$ cat src/rtl/core/hng_pkg.sv
`default_nettype none
package hng_pkg;

  localparam int H_W      = 8;
  localparam int GW_W     = 11;
  localparam int GD_W     = 13;
  localparam int CFG_W    = 13;
  localparam int NORM_W   = 16;
  localparam int COL_W    = 10;
  localparam int ROWO_W   = 12;
  localparam int VEC_W    = 11;
  localparam int SQ_W     = 21;
  localparam int SUM_W    = 22;
  localparam int MAG_W    = 15;
  localparam int ROOT_STEPS = 15;

  localparam logic [GW_W-1:0] GW_RESET = 11'd1024;
  localparam logic [GD_W-1:0] GD_RESET = 13'd1024;

  // height-axis component for the four step combinations
  localparam logic signed [VEC_W-1:0] NY_1 = 11'sd255;
  localparam logic signed [VEC_W-1:0] NY_2 = 11'sd510;
  localparam logic signed [VEC_W-1:0] NY_4 = 11'sd1020;

  typedef enum logic {
    OP_SAMPLE = 1'b0,
    OP_FLUSH  = 1'b1
  } opcode_t;

  typedef enum logic {
    REG_GRID_WIDTH = 1'b0,
    REG_GRID_DEPTH = 1'b1
  } cfg_reg_t;

  typedef enum logic [3:0] {
    ST_IDLE,
    ST_RD0,
    ST_RD1,
    ST_DIFF,
    ST_VEC,
    ST_SQ,
    ST_INIT,
    ST_ROOT,
    ST_DONE
  } state_t;

  typedef struct packed {
    logic take;
    logic rd0;
    logic rd1;
    logic diff;
    logic vec;
    logic sq;
    logic init;
    logic step;
    logic load;
  } dp_cmd_t;

  typedef struct packed {
    logic act;
    logic emit;
    logic root_last;
    logic out_free;
  } dp_status_t;

endpackage
`default_nettype wire

$ cat src/rtl/core/hng_ctrl.sv
`default_nettype none
module hng_ctrl (
  input  wire logic                clk,
  input  wire logic                rst_n,
  input  wire logic                in_valid,
  input  wire hng_pkg::dp_status_t status,
  output logic                     in_stall,
  output hng_pkg::dp_cmd_t         cmd
);
  import hng_pkg::*;

  state_t state_r, state_nxt;

  always_ff @(posedge clk) begin
    if (!rst_n) begin
      state_r <= ST_IDLE;
    end else begin
      state_r <= state_nxt;
    end
  end

  always_comb begin
    state_nxt = state_r;
    cmd       = '0;
    in_stall  = 1'b1;
    unique case (state_r)
      ST_IDLE: begin
        in_stall = 1'b0;
        cmd.take = in_valid;
        if (in_valid && status.act) begin
          state_nxt = ST_RD0;
        end
      end
      ST_RD0: begin
        cmd.rd0   = 1'b1;
        state_nxt = ST_RD1;
      end
      ST_RD1: begin
        cmd.rd1   = 1'b1;
        state_nxt = ST_DIFF;
      end
      ST_DIFF: begin
        cmd.diff  = 1'b1;
        state_nxt = status.emit ? ST_VEC : ST_IDLE;
      end
      ST_VEC: begin
        cmd.vec   = 1'b1;
        state_nxt = ST_SQ;
      end
      ST_SQ: begin
        cmd.sq    = 1'b1;
        state_nxt = ST_INIT;
      end
      ST_INIT: begin
        cmd.init  = 1'b1;
        state_nxt = ST_ROOT;
      end
      ST_ROOT: begin
        cmd.step = 1'b1;
        if (status.root_last) begin
          state_nxt = ST_DONE;
        end
      end
      ST_DONE: begin
        if (status.out_free) begin
          cmd.load  = 1'b1;
          state_nxt = ST_IDLE;
        end
      end
      default: state_nxt = ST_IDLE;
    endcase
  end

endmodule
`default_nettype wire

$ cat config.mk
export PLATFORM = sky130hd
export DESIGN_NAME = hng_ctrl
export DESIGN_NICKNAME = d
export VERILOG_FILES = /design/src/rtl/core/hng_pkg.sv /design/src/rtl/core/hng_ctrl.sv
export SDC_FILE = /design/constraint.sdc
export NUM_CORES = 1
export LEC_CHECK = 0
export BUFFER_PORTS_ARGS = -buffer_cell sky130_fd_sc_hd__buf_4
export CAP_MARGIN = 20
export CORE_AREA = 2 2 39 41
export DETAILED_ROUTE_END_ITERATION = 10
export DIE_AREA = 0 0 41 43
export PLACE_DENSITY = 0.53
export SETUP_SLACK_MARGIN = 0.5
export SLEW_MARGIN = 20
export SYNTH_ARGS = -nofsm -noshare
export SYNTH_HDL_FRONTEND = slang
export SYNTH_SLANG_ARGS = --single-unit
export TNS_END_PERCENT = 100
$ cat constraint.sdc
create_clock -name clk -period 1.4 [get_ports clk]
set_input_delay 0.21 -clock clk [delete_from_list [all_inputs] [get_ports clk]]
set_output_delay 0.21 -clock clk [all_outputs]
set_load 0.01 [all_outputs]
==> run metrics, run 1 <==
Clock Path Buffers 2; First-pass DRT Iterations 4; final setup fails 0; most frequent cells in the layout 19 x buf_4, 5 x nor3_1, 4 x dfxtp_4; I/O Buffers 16; largest net degree at the start of global routing 10; Initial Utilization 0.203; Die Width 41 µm; Min-Delay Path Depth 3; max reg flops 4; Seq/Total Area, Yosys 0.284; final instance area 537 µm²; HPWL Detailed 565 µm; Synth Register Bits 4; worst clock skew 0.00534 ns; Worst-Skew Late Latency 0.25 ns; DR WL/cell 11.9 µm; slew of the pin with the lowest slew margin 0.209 ns; GP Congestion 0.798; CP arrival 1.07 ns; CTS tree built; FF-to-FF End state_r[3]$_SDFFE_PN0P_; DRT antenna net count 0; Fillers 155; Yosys cell types 17; Max Clock Freq 779 MHz; Regs by FF count state_r (4); Post-Synthesis Cell Area 282 µm²; Final WS setup 0.116 ns; CTS Hold Bufs 0; Clock transition at path regs 0.04 ns; placed inst area 404 µm²; vias in the first global route 318; met1 usage 0.129; outcome complete, no violations; GRT met2 Usage 0.166; grt met3 use 0.0314; worst r2r path cells 3; Rows 14; Final Max Tran Viols 0; Buf/Inv on CP 1; Setup CP Type reg -> out; max-cap check violation count 0; Detailed Route Iter0 Violations 5; Fin Hold WS 0.237 ns; Vias/cell 4.74; R2R Path Start state_r[3]$_SDFFE_PN0P_; DRC Markers 0; Mapped Cells 38; min Tclk post-route 1.28 ns; gr busiest metal met2; Total GRT Usage 0.115; Post-Route WL 905 µm; Die ar. 1760 µm²; clock sinks 4; final setup TNS 0 ns; crit-path cells nor2_4 > and4_1 > buf_4; CP required 1.19 ns; PD cells 851 nW/µm²; synth warn 0; startpoint types flip-flop; layout cells sized above 1 0.633; most flop-heavy register state_r; Reg2Reg Setup Slack 0.34 ns; Max FO, Critical Path 8; Root Buffer clkbuf_4; I/O pin count 17; Hold Crit Start rst_n; slew margin rel. 0.860; first-pass GRT wire length 1320 µm; Mean Syn Cell Area 7.41 µm²; fin crit share 0.917; RSZ-0062 raised after global routing yes; n_diodes 0; CP Capture Type output port; CTS Buf Count 3; grt total ovfl 0; critical path's top delay family flip-flops; Place WS 0.208 ns; DR vias 360; Die H 43 µm; Hold Vio Cnt, Final 0; leak pwr 0.248 nW; core box area 1380 µm²; Slowest-stage cell, CP dfxtp_4; Worst VDD drop 0.244 mV; commonest non-fill, non-tap cell in the layout buf_4; syn_nets 45; Hold Path Sink state_r[1]$_SDFFE_PN0P_; initial antenna violation count 0; Layout area overhead 90.7%; Crit path largest cell delay 0.37 ns; Final nets 69; htree depth 1; hold crit path type in -> reg
==> cell families after synthesis <==
| logic type | synth area share |
|---|---|
| simple gates | 0.493 |
| buf+inv | 0.111 |
| flops | 0.284 |
| compound gates | 0.111 |
==> layout make-up <==
type	instances	area, µm²	area share
clock buffers	3	22.5	0.0420
inverters	2	7.51	0.0140
multi-input cells	29	215	0.401
flip-flops and latches	4	95.1	0.177
well taps	16	20.0	0.0373
repair buffers	22	176	0.329
==> synth_stat cells <==
master    count  share of area
nand3_1       1          0.018
nor2_1        4          0.053
buf_4         1          0.027
buf_2         1          0.018
a21oi_1       1          0.018
and4b_4       1          0.049
nand2b_1      4          0.089
dfxtp_1       4           0.28
buf_6         1          0.040
inv_1         2          0.027
nor3_1        8           0.14
and4_1        1          0.031
nand2_1       3          0.040
nor3b_1       1          0.027
and3_1        2          0.044
a32o_1        2          0.071
a31oi_1       1          0.022
==> repair_timing <==
action | in CTS | in global routing
resized for setup | 10 | 8
pin swaps | 5 | 4
endpoints found under the setup margin | 14 | 14
setup buffers | 3 | 3
==> layer usage <==
metal  up-vias  share of wire
li1        180              -
met1       167           0.39
met2        11           0.54
met3         2          0.050
met4         0          0.023
met5         -              0
==> how the worst max path moves through the flow <==
stage	startpoint	endpoint	slack [ns]	cells past startpoint
after floorplan	state_r[0]$_SDFFE_PN0P_	state_r[3]$_SDFFE_PN0P_	0.33	4
after global placement	state_r[2]$_SDFFE_PN0P_	cmd[4]	0.20	3
after detailed placement	state_r[2]$_SDFFE_PN0P_	cmd[4]	0.21	3
after CTS	state_r[1]$_SDFFE_PN0P_	cmd[0]	0.13	3
after global routing	state_r[1]$_SDFFE_PN0P_	cmd[0]	0.07	3
final	state_r[1]$_SDFFE_PN0P_	cmd[0]	0.12	3
==> report_power, final <==
group	switching [mW]	internal, mW
Clock	0.0564	0.0965
Sequential	0.0229	0.123
Combinational	0.0654	0.0930
Total	0.145	0.312
==> worst min-delay path, cell delays in order <==
cell and delay [ns]:
buf_4 0.13, nand2b_4 0.07, nor3_2 0.04
==> per-stage QoR <==
stage | instances | util | power [mW]
floorplan | 38 | - | 0.207
global placement | 67 | 0.292 | 0.255
detailed placement | 67 | 0.292 | 0.255
CTS | 73 | 0.344 | 0.423
global route | 76 | 0.388 | 0.481
finish | 76 | 0.388 | 0.457
(Power assumes the default switching activity.)
==> run 2, diff against run 1 <==
--- a/config.mk
+++ b/config.mk
@@ -10,7 +10,9 @@
 export CORE_AREA = 2 2 39 41
 export DETAILED_ROUTE_END_ITERATION = 10
 export DIE_AREA = 0 0 41 43
+export GPL_TIMING_DRIVEN = 1
 export PLACE_DENSITY = 0.53
+export RECOVER_POWER = 25
 export SETUP_SLACK_MARGIN = 0.5
 export SLEW_MARGIN = 20
 export SYNTH_ARGS = -nofsm -noshare
==> run metrics, run 2 (synthesized netlist as in run 1, its figures left out) <==
outcome complete, no violations; Worst-Skew Late Latency 0.24 ns; hold crit path type in -> reg; Die H 43 µm; leak pwr 0.248 nW; RSZ-0062 raised after global routing yes; Layout area overhead 88.9%; Psw 0.141 mW; placed inst area 404 µm²; final setup TNS 0 ns; switching share of power 0.312; CP arrival 1.07 ns; Final Max Tran Viols 0; DR WL/cell 12.0 µm; Max Clock Freq 779 MHz; CTS Buf Count 3; Hold Vio Cnt, Final 0; Final nets 69; final setup fails 0; final instance area 532 µm²; first-pass GRT wire length 1320 µm; CTS Hold Bufs 0; clock sinks 4; GP Congestion 0.798; commonest non-fill, non-tap cell in the layout buf_4; Die Width 41 µm; R2R Path Start state_r[3]$_SDFFE_PN0P_; core box area 1380 µm²; largest net degree at the start of global routing 10; grt total ovfl 0; Fillers 156; Max FO, Critical Path 8; CTS tree built; clock network fraction of total power 0.333; filler-free cell count of the finished design 76; Initial Utilization 0.203; DRC Markers 0; Place WS 0.208 ns; max-cap check violation count 0; DRT antenna net count 0; Reg power frac 0.324; htree depth 1; Post-Route WL 910 µm; layout cells sized above 1 0.617; CP Capture Type output port; First-pass DRT Iterations 3; slew margin rel. 0.860; Util after Layout 0.384; Reg2Reg Setup Slack 0.34 ns; Clock Path Buffers 2; Detailed Route Iter0 Violations 3; fin crit share 0.917; n_diodes 0; min Tclk post-route 1.28 ns; internal power 0.311 mW; Hold Crit Start rst_n; Root Buffer clkbuf_4; Final WS setup 0.116 ns; Total GRT Usage 0.115; PD cells 850 nW/µm²; combinational fraction of design power 0.343; HPWL Detailed 565 µm; Regs by FF count state_r (4); CP startpoint state_r[1]$_SDFFE_PN0P_; vias in the first global route 318; slew of the pin with the lowest slew margin 0.208 ns; max reg flops 4; startpoint types flip-flop; Clock transition at path regs 0.04 ns; Setup CP Type reg -> out; most flop-heavy register state_r; Vias/cell 4.63; initial antenna violation count 0; worst clock skew 0.00359 ns; CP required 1.19 ns; DR vias 352; dpl cells 67; I/O Buffers 16; most frequent cells in the layout 19 x buf_4, 6 x nor3_1, 4 x dfxtp_4; I/O pin count 17; Die ar. 1760 µm²; Worst VDD drop 0.240 mV; Rows 14
-- run 2: area by class of cell --
class | count | area, µm² | area share
timing repair buffer | 22 | 176 | 0.332
tap | 16 | 20.0 | 0.0376
clock buffer | 3 | 22.5 | 0.0424
inverter | 2 | 7.51 | 0.0141
multi-input combinational | 29 | 210 | 0.395
sequential | 4 | 95.1 | 0.179
-- run 2: what timing repair did --
item | CTS | global route
setup buffers | 3 | 3
endpoints found under the setup margin | 14 | 14
pin swaps | 5 | 4
cloned | 0 | 0
resized for setup | 10 | 8
-- run 2: power groups by stage --
| stage | combinational (mW) | sequential (mW) | clock (mW) |
|---|---|---|---|
| after floorplan | 0.0744 | 0.133 | 0 |
| after global placement | 0.111 | 0.144 | 0 |
| after detailed placement | 0.110 | 0.145 | 0 |
| after CTS | 0.129 | 0.145 | 0.149 |
| after global routing | 0.169 | 0.148 | 0.161 |
| final | 0.155 | 0.146 | 0.151 |
-- run 2: per-layer routing --
layer | share of wire | GRT usage | up-vias | routed length, µm
met1 | 0.41 | 0.129 | 159 | 374
met2 | 0.52 | 0.166 | 11 | 469
met3 | 0.049 | 0.0314 | 2 | 45
met4 | 0.023 | 0.100 | 0 | 21
li1 | - | - | 180 | -
met5 | 0 | 0 | - | 0
-- run 2: stage by stage --
step	total power [mW]	hold WS [ns]
floorplan	0.207	0.369
global placement	0.255	0.488
detailed placement	0.255	0.490
CTS	0.423	0.244
global route	0.478	0.247
finish	0.452	0.240
-- run 2: critical path, cell delays in order, from the launching register on --
cell	delay [ns]
dfxtp_4	0.37
nor2_4	0.15
and4_1	0.19
buf_4	0.12
-- run 2: path summary, 6_finish.rpt --
check / end / cells past startpoint
max: cmd[0] / 3
min: state_r[1]$_SDFFE_PN0P_ / 3
max reg2reg: state_r[3]$_SDFFE_PN0P_ / 3
min reg2reg: state_r[2]$_SDFFE_PN0P_ / 2
==> run 3, diff against run 2 <==
--- a/config.mk
+++ b/config.mk
@@ -5,13 +5,14 @@
 export SDC_FILE = /design/constraint.sdc
 export NUM_CORES = 1
 export LEC_CHECK = 0
+export ABC_AREA = 1
 export BUFFER_PORTS_ARGS = -buffer_cell sky130_fd_sc_hd__buf_4
 export CAP_MARGIN = 20
 export CORE_AREA = 2 2 39 41
 export DETAILED_ROUTE_END_ITERATION = 10
 export DIE_AREA = 0 0 41 43
 export GPL_TIMING_DRIVEN = 1
-export PLACE_DENSITY = 0.53
+export PLACE_DENSITY = 0.56
 export RECOVER_POWER = 25
 export SETUP_SLACK_MARGIN = 0.5
 export SLEW_MARGIN = 20
==> run metrics, run 3 <==
DR vias 393; Power Total 1.22 mW; Total GRT Usage 0.126; hold crit path type in -> reg; Clock Path Buffers 2; simple-gate portion of the synthesized area 0.524; Synth Register Bits 4; xor-xnor portion of the synthesized cell area 0; GRT met2 Usage 0.188; Layout area overhead 107%; Clock transition at path regs 0.04 ns; top cells by area, synth dfxtp_1 25%, inv_1 14%, nor2_1 11%, nand3_1 6.3%, nand3_2 6.3%; Die ar. 1760 µm²; most frequent cell after synthesis inv_1; clock sinks 4; Max Clock Freq 763 MHz; Mapped Cells 51; slew margin rel. 0.883; max reg flops 4; Post-synth EDFFs 0; Final Max Tran Viols 0; grt met3 use 0.0471; Root Buffer clkbuf_4; layout cells sized above 1 0.701; CP arrival 1.10 ns; met1 usage 0.144; outcome complete, no violations; Commonest cells post-synth 12 x inv_1, 9 x nor2_1, 5 x nand2_1; Die H 43 µm; Reg power frac 0.210; core box area 1380 µm²; CTS Hold Bufs 0; Slowest-stage cell, CP dfxtp_4; Synth Flop Type dfxtp_1; min Tclk post-route 1.31 ns; DR WL/cell 9.71 µm; Crit path largest cell delay 0.38 ns; Yosys cell types 17; gr busiest metal met2; fin crit share 0.937; Place WS 0.261 ns; Final nets 86; internal power 0.681 mW; crit-path cells inv_2 > nor2_4 > inv_2 > nor3_4 > buf_4; Synth area leader dfxtp_1; Util after Layout 0.476; most flop-heavy register state_r; Regs by FF count state_r (4); Max FO, Critical Path 4; leak pwr 0.339 nW; HPWL Detailed 672 µm; Worst-Skew Late Latency 0.23 ns; Final WS setup 0.0887 ns; vias in the first global route 366; Vias/cell 4.23; CTS Buf Count 3; Psw 0.540 mW; Mean Syn Cell Area 6.23 µm²; CP required 1.19 ns; final setup TNS 0 ns; switching share of power 0.443; RSZ-0062 raised after global routing yes; CP Capture Type output port; First-pass DRT Iterations 4; Post-Synthesis Cell Area 318 µm²; Rows 14; Seq/Total Area, Yosys 0.252; Buf/Inv on CP 3; final setup fails 0; startpoint types flip-flop; Synth Area in Compound Gates 0.0551; slew of the pin with the lowest slew margin 0.175 ns; async set-reset flop share out of synthesis 0; largest family of logic cells by synthesized area simple AND/OR/NAND/NOR gates; Post-Route WL 903 µm; DRC Markers 0; Fillers 153; Synth top area share 0.252; most frequent cells in the layout 19 x buf_4, 7 x inv_1, 7 x nor2_1; initial antenna violation count 0; n_diodes 0; combinational fraction of design power 0.675; I/O Buffers 16; syn_nets 58; grt total ovfl 0; Initial Utilization 0.230; Worst VDD drop 0.956 mV; CTS tree built; Setup CP Type reg -> out; largest net degree at the start of global routing 6; Hold Vio Cnt, Final 0; DRT antenna net count 0; GP Congestion 0.745; Crit path top cell by count inv_2; commonest non-fill, non-tap cell in the layout buf_4; Detailed Route Iter0 Violations 2; PD cells 1850 nW/µm²; first-pass GRT wire length 1450 µm; multiplexer area fraction after synthesis 0; Die Width 41 µm; max-cap check violation count 0; critical path's top delay family flip-flops; adder-cell share of the synthesized area 0; I/O pin count 17; htree depth 1; worst clock skew 0.00446 ns; clock network fraction of total power 0.114; synth warn 0
-- run 3: cell count changes in the layout (fill, tap and decap cells not counted), moves of 2 or more --
cell	previous run	this run
inv_2	0	6
nor3_1	6	0
inv_1	2	7
nor2_1	2	7
nand2b_1	3	0
nand3_4	0	3
a32o_1	2	0
nand2_1	2	4
nand3_1	1	3
nor2_4	2	4
o21ai_1	0	2
-- run 3: repair_timing --
action / CTS / global route
resized for setup: 11 / 4
buffers inserted: 4 / 3
endpoints found under the setup margin: 14 / 14
pin swaps: 7 / 5
-- run 3: worst min-delay path, stage by stage --
cell	delay, ns
buf_4	0.10
o21ai_1	0.05
inv_1	0.04
-- run 3: through the flow --
stage	instance area [µm²]	hold slack (ns)	instances
global route	659	0.214	93
CTS	614	0.196	90
global placement	536	0.439	83
detailed placement	536	0.440	83
finish	659	0.200	93
floorplan	395	0.314	51
-- run 3: cell families after synthesis --
| kind of cell | after synthesis |
|---|---|
| AOI/OAI and AO/OA | 3 |
| DFF | 4 |
| and+or+nand+nor | 30 |
| buffers and inverters | 14 |
-- run 3: layout make-up --
class                      count  area, µm²  area share
tap                           16       20.0      0.0304
inverter                      14       57.6      0.0873
sequential                     4       95.1       0.144
clock buffer                   3       22.5      0.0342
timing repair buffer          23        188       0.285
multi-input combinational     33        277       0.419
-- run 3: worst paths after layout --
kind | cells past startpoint | startpoint | slack (ns) | to
min reg2reg | 3 | state_r[3]$_SDFFE_PN0P_ | 0.61 | state_r[0]$_SDFFE_PN0P_
max | 5 | state_r[2]$_SDFFE_PN0P_ | 0.09 | cmd[2]
max reg2reg | 8 | state_r[3]$_SDFFE_PN0P_ | 0.29 | state_r[0]$_SDFFE_PN0P_
min | 3 | rst_n | 0.20 | state_r[2]$_SDFFE_PN0P_
-- run 3: power by group through the flow --
stage	clock [mW]	sequential [mW]	combinational [mW]
after floorplan	0	0.249	0.402
after global placement	0	0.265	0.569
after detailed placement	0	0.264	0.573
after CTS	0.147	0.266	0.704
after global routing	0.157	0.264	0.903
final	0.140	0.257	0.824
-- run 3: routing by layer --
metal,vias up,wire length (µm)
met4,0,9
met1,170,368
li1,208,-
met3,2,52
met5,-,0
met2,13,473
